`src/hw/rtl/imm_pkg.sv`:
```
// Shared types and constants of the integer matrix multiply unit.
// Used by imm_mac, imm_ctrl, integer_matrix_multiply_unit and the testbench.
package imm_pkg;

    localparam int MAX_N_DEF      = 8;
    localparam int DATA_WIDTH_DEF = 32;

    localparam int              SIZE_W     = 4;
    localparam logic [SIZE_W-1:0] SIZE_RESET = 4'd8;

    localparam logic MODE_LEFT  = 1'b0;
    localparam logic MODE_RIGHT = 1'b1;

    typedef enum logic [1:0] {
        S_LOAD,
        S_ISSUE,
        S_WAIT
    } t_state;

    typedef enum logic [1:0] {
        PASS_LL,
        PASS_LH,
        PASS_HL
    } t_pass;

    typedef struct packed {
        logic  valid;
        t_pass pass;
        logic  first;
        logic  last;
    } t_term;

endpackage

```
`src/hw/rtl/imm_store.sv`:
```
// Matrix element memory: one write port, one read port with registered data.
// No package dependency.
module imm_store #(
    parameter int DATA_WIDTH = 32,
    parameter int DEPTH      = 64
) (
    input  logic                     i_clk,
    input  logic                     i_we,
    input  logic [$clog2(DEPTH)-1:0] i_wr_addr,
    input  logic [DATA_WIDTH-1:0]    i_wr_data,
    input  logic [$clog2(DEPTH)-1:0] i_rd_addr,
    output logic [DATA_WIDTH-1:0]    o_rd_data
);

    logic [DATA_WIDTH-1:0] r_mem [DEPTH];
    logic [DATA_WIDTH-1:0] r_rd_data;

    always_ff @(posedge i_clk) begin
        if (i_we) begin
            r_mem[i_wr_addr] <= i_wr_data;
        end
        r_rd_data <= r_mem[i_rd_addr];
    end

    assign o_rd_data = r_rd_data;

endmodule

```
`src/hw/rtl/imm_mac.sv`:
```
// Shared multiply-accumulate unit: one piece product per cycle, wrapping sum.
// Depends on imm_pkg for the term tag and pass codes.
module imm_mac #(
    parameter int DATA_WIDTH = imm_pkg::DATA_WIDTH_DEF
) (
    input  logic                  i_clk,
    input  logic                  i_rst_n,
    input  imm_pkg::t_term        i_term,
    input  logic [DATA_WIDTH-1:0] i_a,
    input  logic [DATA_WIDTH-1:0] i_b,
    input  logic                  i_take,
    output logic [DATA_WIDTH-1:0] o_acc,
    output logic                  o_done
);
    import imm_pkg::*;

    localparam int PIECES = (DATA_WIDTH + 31) / 32;
    localparam int H      = (DATA_WIDTH + PIECES - 1) / PIECES;

    t_term                 r_t1;
    t_term                 r_t2;
    logic [DATA_WIDTH-1:0] r_prod;
    logic [DATA_WIDTH-1:0] r_acc;
    logic                  r_done;

    logic [H-1:0]          a_lo;
    logic [H-1:0]          a_hi;
    logic [H-1:0]          b_lo;
    logic [H-1:0]          b_hi;
    logic [H-1:0]          op_a;
    logic [H-1:0]          op_b;
    logic [2*H-1:0]        prod;
    logic [DATA_WIDTH-1:0] prod_w;
    logic [DATA_WIDTH-1:0] n_prod;

    assign a_lo   = H'(i_a);
    assign a_hi   = H'(i_a >> H);
    assign b_lo   = H'(i_b);
    assign b_hi   = H'(i_b >> H);
    assign prod   = (2*H)'(op_a) * (2*H)'(op_b);
    assign prod_w = DATA_WIDTH'(prod);

    always_comb begin
        unique case (r_t1.pass)
            PASS_LL: begin
                op_a   = a_lo;
                op_b   = b_lo;
                n_prod = prod_w;
            end
            PASS_LH: begin
                op_a   = a_lo;
                op_b   = b_hi;
                n_prod = prod_w << H;
            end
            PASS_HL: begin
                op_a   = a_hi;
                op_b   = b_lo;
                n_prod = prod_w << H;
            end
            default: begin
                op_a   = a_lo;
                op_b   = b_lo;
                n_prod = prod_w;
            end
        endcase
    end

    always_ff @(posedge i_clk) begin
        if (!i_rst_n) begin
            r_t1   <= '0;
            r_t2   <= '0;
            r_done <= 1'b0;
        end else begin
            r_t1 <= i_term;
            r_t2 <= r_t1;
            if (r_t2.valid && r_t2.last) begin
                r_done <= 1'b1;
            end else if (i_take) begin
                r_done <= 1'b0;
            end
        end
        r_prod <= n_prod;
        if (r_t2.valid) begin
            r_acc <= (r_t2.first ? '0 : r_acc) + r_prod;
        end
    end

    assign o_acc  = r_acc;
    assign o_done = r_done;

endmodule

```
`src/hw/rtl/imm_ctrl.sv`:
```
// Sequencer: element counts, store addressing and the multiply-accumulate schedule.
// Depends on imm_pkg for states, pass codes and the term tag.
module imm_ctrl #(
    parameter int MAX_N      = imm_pkg::MAX_N_DEF,
    parameter int DATA_WIDTH = imm_pkg::DATA_WIDTH_DEF
) (
    input  logic                                i_clk,
    input  logic                                i_rst_n,
    input  logic                                i_cfg_wr_en,
    input  logic [imm_pkg::SIZE_W-1:0]          i_cfg_wr_data,
    input  logic                                i_valid,
    output logic                                o_ready,
    input  logic                                i_mode,
    output logic                                o_left_we,
    output logic                                o_right_we,
    output logic [$clog2(MAX_N*MAX_N)-1:0]      o_wr_addr,
    output logic [$clog2(MAX_N*MAX_N)-1:0]      o_rd_left_addr,
    output logic [$clog2(MAX_N*MAX_N)-1:0]      o_rd_right_addr,
    output imm_pkg::t_term                      o_term,
    input  logic                                i_mac_done,
    input  logic                                i_out_free,
    output logic                                o_move,
    output logic [$clog2(MAX_N)-1:0]            o_row,
    output logic [$clog2(MAX_N)-1:0]            o_column,
    output logic                                o_final
);
    import imm_pkg::*;

    localparam int IW     = $clog2(MAX_N);
    localparam int AW     = $clog2(MAX_N * MAX_N);
    localparam int NW     = $clog2(MAX_N + 1);
    localparam int CW     = $clog2(MAX_N * MAX_N + 1);
    localparam int PIECES = (DATA_WIDTH + 31) / 32;
    localparam int NPASS  = (PIECES == 1) ? 1 : 3;

    function automatic logic [NW-1:0] f_sat(input logic [SIZE_W-1:0] s);
        if (s == '0) begin
            return NW'(1);
        end
        if (int'(s) > MAX_N) begin
            return NW'(MAX_N);
        end
        return NW'(s);
    endfunction

    t_state        r_state, n_state;
    logic [NW-1:0] r_n, n_n;
    logic [CW-1:0] r_total, n_total;
    logic [CW-1:0] r_lcnt, n_lcnt;
    logic [CW-1:0] r_rcnt, n_rcnt;
    logic [IW-1:0] r_i, n_i;
    logic [IW-1:0] r_j, n_j;
    logic [IW-1:0] r_k, n_k;
    t_pass         r_pass, n_pass;
    logic [AW-1:0] r_a_base, n_a_base;
    logic [AW-1:0] r_a_addr, n_a_addr;
    logic [AW-1:0] r_b_addr, n_b_addr;

    logic [NW-1:0] sat_n;
    logic [IW-1:0] n_last;
    logic          last_pass;
    logic          accept;
    logic          lwe;
    logic          rwe;

    assign sat_n     = f_sat(i_cfg_wr_data);
    assign n_last    = IW'(r_n - NW'(1));
    assign last_pass = (NPASS == 1) ? (r_pass == PASS_LL) : (r_pass == PASS_HL);
    assign o_ready   = (r_state == S_LOAD);
    assign accept    = i_valid && o_ready;
    assign lwe       = accept && (i_mode == MODE_LEFT) && (r_lcnt < r_total);
    assign rwe       = accept && (i_mode == MODE_RIGHT) && (r_rcnt < r_total);

    assign o_left_we       = lwe;
    assign o_right_we      = rwe;
    assign o_wr_addr       = (i_mode == MODE_RIGHT) ? r_rcnt[AW-1:0] : r_lcnt[AW-1:0];
    assign o_rd_left_addr  = r_a_addr;
    assign o_rd_right_addr = r_b_addr;
    assign o_row           = r_i;
    assign o_column        = r_j;
    assign o_final         = (r_i == n_last) && (r_j == n_last);

    always_ff @(posedge i_clk) begin
        if (!i_rst_n) begin
            r_state <= S_LOAD;
            r_n     <= f_sat(SIZE_RESET);
            r_total <= CW'(f_sat(SIZE_RESET)) * CW'(f_sat(SIZE_RESET));
            r_lcnt  <= '0;
            r_rcnt  <= '0;
        end else begin
            r_state <= n_state;
            r_n     <= n_n;
            r_total <= n_total;
            r_lcnt  <= n_lcnt;
            r_rcnt  <= n_rcnt;
        end
        r_i      <= n_i;
        r_j      <= n_j;
        r_k      <= n_k;
        r_pass   <= n_pass;
        r_a_base <= n_a_base;
        r_a_addr <= n_a_addr;
        r_b_addr <= n_b_addr;
    end

    always_comb begin
        n_state      = r_state;
        n_n          = r_n;
        n_total      = r_total;
        n_lcnt       = r_lcnt + CW'(lwe);
        n_rcnt       = r_rcnt + CW'(rwe);
        n_i          = r_i;
        n_j          = r_j;
        n_k          = r_k;
        n_pass       = r_pass;
        n_a_base     = r_a_base;
        n_a_addr     = r_a_addr;
        n_b_addr     = r_b_addr;
        o_term       = '0;
        o_term.pass  = r_pass;
        o_term.first = (r_k == '0) && (r_pass == PASS_LL);
        o_term.last  = (r_k == n_last) && last_pass;
        o_move       = 1'b0;

        unique case (r_state)
            S_LOAD: begin
                if (i_cfg_wr_en) begin
                    n_n     = sat_n;
                    n_total = CW'(sat_n) * CW'(sat_n);
                    n_lcnt  = '0;
                    n_rcnt  = '0;
                end else if ((n_lcnt == r_total) && (n_rcnt == r_total) && accept) begin
                    n_lcnt   = '0;
                    n_rcnt   = '0;
                    n_i      = '0;
                    n_j      = '0;
                    n_k      = '0;
                    n_pass   = PASS_LL;
                    n_a_base = '0;
                    n_a_addr = '0;
                    n_b_addr = '0;
                    n_state  = S_ISSUE;
                end
            end
            S_ISSUE: begin
                o_term.valid = 1'b1;
                if (last_pass) begin
                    n_pass = PASS_LL;
                    if (r_k == n_last) begin
                        n_state = S_WAIT;
                    end else begin
                        n_k      = r_k + IW'(1);
                        n_a_addr = r_a_addr + AW'(1);
                        n_b_addr = r_b_addr + AW'(r_n);
                    end
                end else begin
                    unique case (r_pass)
                        PASS_LL: n_pass = PASS_LH;
                        PASS_LH: n_pass = PASS_HL;
                        default: n_pass = PASS_LL;
                    endcase
                end
            end
            S_WAIT: begin
                if (i_mac_done && i_out_free) begin
                    o_move = 1'b1;
                    n_k    = '0;
                    n_pass = PASS_LL;
                    if (o_final) begin
                        n_state = S_LOAD;
                    end else begin
                        n_state = S_ISSUE;
                        if (r_j == n_last) begin
                            n_i      = r_i + IW'(1);
                            n_j      = '0;
                            n_a_base = r_a_base + AW'(r_n);
                            n_a_addr = r_a_base + AW'(r_n);
                            n_b_addr = '0;
                        end else begin
                            n_j      = r_j + IW'(1);
                            n_a_addr = r_a_base;
                            n_b_addr = AW'(r_j) + AW'(1);
                        end
                    end
                end
            end
            default: begin
                n_state = S_LOAD;
            end
        endcase
    end

endmodule

```
`src/hw/rtl/integer_matrix_multiply_unit.sv`:
```
// Top level of the integer matrix multiply unit: C = A x B, n x n, wrapping sums.
// Depends on imm_pkg, imm_store, imm_mac and imm_ctrl.
//
//  channel   signals                                         direction
//  config    i_cfg_wr_en, i_cfg_wr_data                      in, write only
//  input     i_valid, o_ready, i_mode, i_value               in
//  output    o_valid, i_ready, o_product, o_row, o_column,   out
//            o_final_res
//
// Loading accepts one transfer per cycle. Once both matrices are in, each of the
// n*n results takes n*P multiplier passes, followed by the accumulate pipeline and
// the handoff, where P is 1 for data up to 32 bits and 3 above (partial products).
// A single shared multiplier does all passes. Input is not ready while results are computed.
// Reset sets the size to 8 and clears both counts; the stores are not cleared.
// A stalled output holds the sequencer before the next result is handed off.
module integer_matrix_multiply_unit #(
    parameter int MAX_N      = imm_pkg::MAX_N_DEF,
    parameter int DATA_WIDTH = imm_pkg::DATA_WIDTH_DEF
) (
    input  logic                          i_clk,
    input  logic                          i_rst_n,
    input  logic                          i_cfg_wr_en,
    input  logic [imm_pkg::SIZE_W-1:0]    i_cfg_wr_data,
    input  logic                          i_valid,
    output logic                          o_ready,
    input  logic                          i_mode,
    input  logic signed [DATA_WIDTH-1:0]  i_value,
    output logic                          o_valid,
    input  logic                          i_ready,
    output logic signed [DATA_WIDTH-1:0]  o_product,
    output logic [$clog2(MAX_N)-1:0]      o_row,
    output logic [$clog2(MAX_N)-1:0]      o_column,
    output logic                          o_final_res
);
    import imm_pkg::*;

    localparam int IW    = $clog2(MAX_N);
    localparam int DEPTH = MAX_N * MAX_N;
    localparam int AW    = $clog2(DEPTH);

    logic                  left_we;
    logic                  right_we;
    logic [AW-1:0]         wr_addr;
    logic [AW-1:0]         rd_left_addr;
    logic [AW-1:0]         rd_right_addr;
    logic [DATA_WIDTH-1:0] left_data;
    logic [DATA_WIDTH-1:0] right_data;
    t_term                 term;
    logic [DATA_WIDTH-1:0] acc;
    logic                  mac_done;
    logic                  out_free;
    logic                  move;
    logic [IW-1:0]         row;
    logic [IW-1:0]         column;
    logic                  final_res;

    logic                  r_out_valid;
    logic [DATA_WIDTH-1:0] r_product;
    logic [IW-1:0]         r_row;
    logic [IW-1:0]         r_column;
    logic                  r_final_res;

    assign out_free = !r_out_valid || i_ready;

    imm_ctrl #(
        .MAX_N      (MAX_N),
        .DATA_WIDTH (DATA_WIDTH)
    ) u_ctrl (
        .i_clk           (i_clk),
        .i_rst_n         (i_rst_n),
        .i_cfg_wr_en     (i_cfg_wr_en),
        .i_cfg_wr_data   (i_cfg_wr_data),
        .i_valid         (i_valid),
        .o_ready         (o_ready),
        .i_mode          (i_mode),
        .o_left_we       (left_we),
        .o_right_we      (right_we),
        .o_wr_addr       (wr_addr),
        .o_rd_left_addr  (rd_left_addr),
        .o_rd_right_addr (rd_right_addr),
        .o_term          (term),
        .i_mac_done      (mac_done),
        .i_out_free      (out_free),
        .o_move          (move),
        .o_row           (row),
        .o_column        (column),
        .o_final         (final_res)
    );

    imm_store #(
        .DATA_WIDTH (DATA_WIDTH),
        .DEPTH      (DEPTH)
    ) u_left_store (
        .i_clk     (i_clk),
        .i_we      (left_we),
        .i_wr_addr (wr_addr),
        .i_wr_data (i_value),
        .i_rd_addr (rd_left_addr),
        .o_rd_data (left_data)
    );

    imm_store #(
        .DATA_WIDTH (DATA_WIDTH),
        .DEPTH      (DEPTH)
    ) u_right_store (
        .i_clk     (i_clk),
        .i_we      (right_we),
        .i_wr_addr (wr_addr),
        .i_wr_data (i_value),
        .i_rd_addr (rd_right_addr),
        .o_rd_data (right_data)
    );

    imm_mac #(
        .DATA_WIDTH (DATA_WIDTH)
    ) u_mac (
        .i_clk   (i_clk),
        .i_rst_n (i_rst_n),
        .i_term  (term),
        .i_a     (left_data),
        .i_b     (right_data),
        .i_take  (move),
        .o_acc   (acc),
        .o_done  (mac_done)
    );

    always_ff @(posedge i_clk) begin
        if (!i_rst_n) begin
            r_out_valid <= 1'b0;
        end else if (move) begin
            r_out_valid <= 1'b1;
        end else if (i_ready) begin
            r_out_valid <= 1'b0;
        end
        if (move) begin
            r_product   <= acc;
            r_row       <= row;
            r_column    <= column;
            r_final_res <= final_res;
        end
    end

    assign o_valid     = r_out_valid;
    assign o_product   = r_product;
    assign o_row       = r_row;
    assign o_column    = r_column;
    assign o_final_res = r_final_res;

endmodule

```
`config.mk`:
```
export PLATFORM = sky130hd
export DESIGN_NAME = integer_matrix_multiply_unit
export DESIGN_NICKNAME = d
export VERILOG_FILES = /design/src/hw/rtl/imm_pkg.sv /design/src/hw/rtl/imm_store.sv /design/src/hw/rtl/imm_mac.sv /design/src/hw/rtl/imm_ctrl.sv /design/src/hw/rtl/integer_matrix_multiply_unit.sv
export SDC_FILE = /design/constraint.sdc
export NUM_CORES = 2
export LEC_CHECK = 0
export BUFFER_PORTS_ARGS = -buffer_cell sky130_fd_sc_hd__buf_2
export CAP_MARGIN = 20
export CORE_UTILIZATION = 40
export DETAILED_ROUTE_END_ITERATION = 16
export PLACE_DENSITY = 0.62
export REMOVE_ABC_BUFFERS = 1
export SKIP_LAST_GASP = 1
export SLEW_MARGIN = 20
export SYNTH_ARGS = -nofsm -noshare
export SYNTH_HDL_FRONTEND = slang
export SYNTH_SLANG_ARGS = --single-unit
export TNS_END_PERCENT = 100
```
`constraint.sdc`:
```
create_clock -name i_clk -period 7.7 [get_ports i_clk]
set_input_delay 1.155 -clock i_clk [delete_from_list [all_inputs] [get_ports i_clk]]
set_output_delay 1.155 -clock i_clk [all_outputs]
set_load 0.05 [all_outputs]
```
* Yosys cells after proc, flatten, opt, wreduce, memory -nomap -nowiden
Memory sizes are Yosys's and may differ from the RTL's. A register that Yosys moved wholly into a read port is not among the register bits.
Index checks and enable logic that the tools add are counted.
** Operators by class
- $add $sub $neg :: 11
- Multiply operators :: 2
- Order comparisons :: 3
- Equal/unequal tests :: 18
- Muxes and demuxes :: 70
- Bitwise gates (word level) :: 1
- Reductions and logical operators :: 30
** Operator list (count)
- 2-to-1 mux 32 bit :: 3
- 2-to-1 mux 6 bit :: 13
- 2-to-1 mux 7 bit :: 6
- one-hot mux 6 bit (3 select lines) :: 2
- 2-to-1 mux 3 bit :: 11
- adder 32 bit :: 1
- multiplier 32 x 32 -> 32 bit :: 1
- 2-to-1 mux 2 bit :: 10
- 2-to-1 mux 4 bit :: 4
- 2-to-1 mux 1 bit :: 15
- adder 7 x 1 -> 7 bit :: 2
- equality test 7 bit :: 2
- < comparator 7 bit :: 2
- adder 6 x 4 -> 6 bit :: 2
- logical AND 1 bit :: 12
- one-hot mux 2 bit (3 select lines) :: 2
- one-hot mux 3 bit (2 select lines) :: 2
- one-hot mux 6 bit (2 select lines) :: 1
- AND reduction 6 bit :: 2
- AND reduction 5 bit :: 2
- adder 3 x 1 -> 3 bit (second input constant) :: 3
- equality test 3 bit :: 3
- one-hot mux 3 bit (3 select lines) :: 1
- inequality test 2 x 1 -> 1 bit (second input constant) :: 4
- 20 further kinds :: 29
** Storage, ports and cells
- Register bits after elaboration :: 169
- Memory bits (writable) :: 4096
- Input bits :: 42
- Logic and storage cells :: 164
- Memories :: 2
** Memory list
- u_left_store.r_mem :: depth 64, bits a word 32, rd ports 1, clocked after Yosys merged registers in 1, write ports 1, RTL line imm_store.sv:15 : logic [DATA_WIDTH-1:0] r_mem [DEPTH];
- u_right_store.r_mem :: depth 64, bits a word 32, rd ports 1, clocked after Yosys merged registers in 1, write ports 1, RTL line imm_store.sv:15

* Depth between registers and ports, before layout
- Word-level depth :: 11
- Gate-level depth with buffers :: 26

* Modules after synthesis
Synthesis repeated with hierarchy kept, for this count alone.
** Unflattened totals
- Cell total of the unflattened synthesis :: 9292
- Area total of the unflattened synthesis :: 181414.0 µm²
** By module, submodules not included
- imm_store at u_right_store :: instances 1, cells an instance 3324, area an instance 78515.3 µm²
- imm_store at u_left_store :: instances 1, cells an instance 3323, area an instance 78509.0 µm²
- imm_mac :: instances 1, cells an instance 2244, area an instance 19628.8 µm²
- imm_ctrl :: instances 1, cells an instance 358, area an instance 3540.9 µm²
- integer_matrix_multiply_unit :: instances 1, cells an instance 43, area an instance 1219.9 µm²

* Least setup slack after synthesis
No wires, ideal clock.
- Path kind :: reg-to-reg
- Start point :: register u_right_store.r_rd_data[2], in the netlist u_right_store.o_rd_data[2] (read register of u_right_store.r_mem)
- End point :: register u_mac.r_prod[31]
- Arrival :: 6.652 ns
- Data required time :: 7.628 ns
- Setup slack :: 0.976 ns
- Stages on the path, launching flop included :: 24
- Path buffers :: 2
- Clock period less this slack :: 6.724 ns
- Cell sequence :: dfxtp_1 > clkbuf_1 > clkbuf_1 > nand2_1 > fa_1 > fa_1 > fa_1 > fa_1 > inv_1 > fa_1 > inv_1 > fa_1 > inv_1 > fa_1 > fa_1 > ha_1 > nand2_1 > o21ai_0 > or3_1 > o221ai_1 > a2111o_1 > and2_1 > o21ai_0 > xnor2_1
** On the way
- Word-level cells in the longest chain between the ends :: 2
** Ends and longest elaborated chain
- start, declared :: RTL line imm_store.sv:16 : logic [DATA_WIDTH-1:0] r_rd_data;
- 2-to-1 mux 32 bit :: RTL line imm_mac.sv:44 : unique case (r_t1.pass)
- multiplier 32 x 32 -> 32 bit :: RTL line imm_mac.sv:40 : assign prod = (2*H)'(op_a) * (2*H)'(op_b);
- net u_mac.prod[31] :: RTL line imm_mac.sv:32 : logic [2*H-1:0] prod;
- end signal, assigned :: RTL line imm_mac.sv:82 : r_prod <= n_prod;
- end, declared :: RTL line imm_mac.sv:22 : logic [DATA_WIDTH-1:0] r_prod;
The timed path passes the listed nets, and every way through them passes these cells.
A chain may end at the register's enable or synchronous reset.

* Worst setup path in the final report
- Start point :: register u_left_store.r_rd_data[4], in the netlist u_left_store.o_rd_data[4] (read register of u_left_store.r_mem)
- End point :: register u_mac.r_prod[31]
** On the way
- Word-level cells in the longest chain between the ends :: 2
** Ends and longest elaborated chain (RTL line)
- start, declared :: imm_store.sv:16
- 2-to-1 mux 32 bit :: imm_mac.sv:44
- multiplier 32 x 32 -> 32 bit :: imm_mac.sv:40
- net u_mac.prod[31] :: imm_mac.sv:32
The timed path passes the listed nets, and every way through them passes these cells.

==> results_dict.tcl <==
set metrics [dict create \
    outcome "finished clean" \
    io_buffer_count 82 \
    worstSkewPairLatency_ns 0.99 \
    post-synth-top-count-cell "sky130_fd_sc_hd__edfxtp_1" \
    detailed_place_hpwl_mm 297.3 \
    ctsHtreeMaxLevel 5 \
    floorplan.initialDensity_pct 40.27 \
    crit_buf_inv 6 \
    overflow 0 \
    longest_individual_stage_delay_on_the_worst_path_ns 0.80 \
    finalClockSkew_ns 0.03696 \
    clk_pin_slew_ns 0.07 \
    gp_routability_congestion 0.8714 \
    critical_path_class "reg2reg" \
    layout-area-overhead-vs-synth_pct 13.08 \
    yosys_register_bits 4323 \
    timing.setup.tns_ns 0 \
    ff_latch_area_um2 128500 \
    setup_viol_count_final 0 \
    post_synth_edffs 4194 \
    syn-cell-area_um2 181100 \
    synth_largest_area_cell "sky130_fd_sc_hd__edfxtp_1" \
    groute.layer.met1.usage_pct 29.54 \
    post_synth_num_cell_types 65 \
    vias_in_the_first_global_route 94320 \
    placedInstanceArea_um2 191000 \
    postSynth.asyncResetShare_pct 0 \
    final-max-slew-violation-count 0 \
    detailed_route_via_count 92710 \
    route.detailed.wl_per_inst_um 31.16 \
    netlist_top_cells_area "sky130_fd_sc_hd__edfxtp_1 (70%), sky130_fd_sc_hd__mux4_2 (12%), sky130_fd_sc_hd__fa_1 (4.6%), sky130_fd_sc_hd__mux2i_1 (2.7%), sky130_fd_sc_hd__dfxtp_1 (1.4%)" \
    tritoncts "built" \
    post_cts.repair.setup_buffers 0 \
    floorplan.die.height_um 674.9 \
    grt.busiest_layer "met2" \
    clock_path_buffers 4 \
    core_region_area_um2 449700 \
    cpMaxStageDelayCell "sky130_fd_sc_hd__dfxtp_1" \
    category_of_cells_accounting_for_the_largest_share_of_critical_path_delay "adder cells" \
    finalNonFillerCells 15970 \
    globalRouteMet2Util_pct 35.36 \
    maxCapViolCount 0 \
    drive_above_1_share_pct 21.62 \
    crit_path_end_kind "flop" \
    drt_first_pass_iters 6 \
    die-width_um 674.9 \
    syn_avg_cell_area_um2 19.58 \
    finish.net_count 10240 \
    max_slew_margin_vs_limit_pct 12.57 \
    grt_start_max_net_pins 136 \
    synth_cells 9251 \
    critPathRequiredTime_ns 8.51 \
    critPathLaunchType "flop" \
    path_cells "and2_1, fa_1, inv_1, fa_1, inv_1, fa_1, inv_1, fa_1, inv_1, fa_1, inv_1, fa_1, inv_1, fa_1, fa_1, ha_1, a21oi_1, o21ai_0, or3_1, o221ai_1, a2111o_1, and2_1, o21ai_0, xnor2_1" \
    total_wirelength_of_the_detailed_routed_design_mm 497.5 \
    timing.critical_path.arrival_ns 8.12 \
    cts_buffers 418 \
    initial_antenna_violation_count 70 \
    drtIter0Drc 10980 \
    multiInputGateArea_um2 50140 \
    final_worst_path_period_share_pct 94.99 \
    route.antenna.remaining_nets 0 \
    numPlacedInstances 15130 \
    unrepaired_setup_endpoints_after_global_routing "false" \
    placement.setup.worst_slack_ns 0.3065 \
    grtUsageMet3_pct 3.785 \
    design.portCount 83 \
    post_drt_via_cell_ratio 5.807 \
    min-delay-path-class "reg2reg" \
    floorplan.rows 246 \
    dieArea_um2 455400 \
    number_of_fill_cells 37370 \
    critPathMostFrequentCell "sky130_fd_sc_hd__fa_1" \
    post_synth_most_frequent_cells "sky130_fd_sc_hd__edfxtp_1 (4194), sky130_fd_sc_hd__mux4_2 (979), sky130_fd_sc_hd__mux2i_1 (487)" \
    max_slew.worst_pin.slew_ns 1.311 \
    final_cell_area_um2 204800 \
    synth_top_area_share_pct 69.54 \
    drc_errors 0 \
    synth-warning-count 0 \
    synthFlopType "sky130_fd_sc_hd__edfxtp_1" \
    finalHoldViolCount 0 \
    finalWorstPathRequiredPeriod_ns 7.314 \
    clockRootBuffer "sky130_fd_sc_hd__clkbuf_16" \
    achievable-frequency_ghz 0.1367 \
    worstPathMaxFanout 18 \
    grt_usage_pct 21.60 \
    grt_first_pass_wirelength_mm 701.3 \
    clock_sink_count 4323 \
    final_worst_slack_ns 0.3855 \
    synth_seq_area_share_pct 70.97 \
]
placed cells by master, fill, tap and decap left out, drive strengths merged, types with 25 or more instances in the layout:
cell,Yosys,layout
mux4,979,979
and2,312,312
clkinv,2,195
o21ai,40,40
ha,189,189
inv,436,453
nand3,44,44
xnor2,95,95
clkbuf,331,505
diode,0,55
clkinvlp,0,25
a21o,32,32
mux2i,487,487
o221ai,244,244
bufinv,0,38
nor2,194,194
nand2,401,401
xor2,44,44
fa,412,412
dfxtp,129,129
a21oi,198,198
buf,139,398
edfxtp,4194,4194
o22ai,123,123
nor2b,52,52
metal layers:
| metal | vias to the layer above | share of wire, % | routed length, µm |
|---|---|---|---|
| li1 | 37660 | - | - |
| met1 | 50090 | 40 | 198600 |
| met2 | 4240 | 48 | 240300 |
| met3 | 687 | 8.5 | 42160 |
| met4 | 28 | 3.3 | 16300 |
| met5 | - | 0.035 | 175 |
final timing paths:
check,from,to,slack [ns],cells past startpoint
worst max register to register,u_left_store.o_rd_data[4],u_mac.r_prod[31],0.39,24
worst min register to register,u_mac.o_acc[4],o_product[4],0.44,0
worst min-delay path,u_mac.o_acc[4],o_product[4],0.44,0
worst max-delay path,u_left_store.o_rd_data[4],u_mac.r_prod[31],0.39,24
stage by stage:
step	hold WS, ns	utilization [%]
3_3_place_gp	0.4192	42.44
5_1_grt	0.4420	45.53
2_1_floorplan	0.4118	-
4_1_cts	0.4050	45.48
6_report	0.4359	45.54
3_5_place_dp	0.4231	42.47
registers in the layout, summed over array words and instances (netlist names), 6 cells and up:
register / count
o_product: 32
u_ctrl.o_rd_left_addr: 6
u_ctrl.o_rd_right_addr: 6
u_ctrl.r_a_base: 6
u_ctrl.r_lcnt: 7
u_ctrl.r_rcnt: 7
u_ctrl.r_total: 6
u_left_store.o_rd_data: 32
u_left_store.r_mem: 2048
u_mac.o_acc: 32
u_mac.r_prod: 32
u_right_store.o_rd_data: 32
u_right_store.r_mem: 2048
logic make-up (layout without fill, tap and decap cells):
kind of cell / after synthesis / in the layout / synth area share, %
flops: 4323 / 4323 / 70.97
xor+xnor: 139 / 139 / 0.6722
other cells: 1 / 57 / 0.002071
simple gates: 1076 / 1076 / 2.861
compound gates: 735 / 735 / 2.856
mux: 1468 / 1468 / 14.88
buf+inv: 908 / 1614 / 1.901
fa+ha+maj: 601 / 601 / 5.860
layout make-up:
cell class | count | area share (%)
timing repair buffer | 398 | 1.614
clock buffer | 505 | 5.394
clock inverter | 273 | 1.234
tap | 5952 | 3.637
sequential | 4323 | 62.76
inverter | 438 | 0.8053
antenna | 55 | 0.06721
multi-input combinational | 4021 | 24.49
what timing repair did:
action	4_1_cts	5_1_grt
hold buffers	0	0
endpoints found under the setup margin	0	2
endpoints found under the hold margin	0	0
resized for setup	0	2
Power is left out: the tool's default activity adds up to more than one toggle a clock period on the data nets, which glitch-free logic cannot reach.
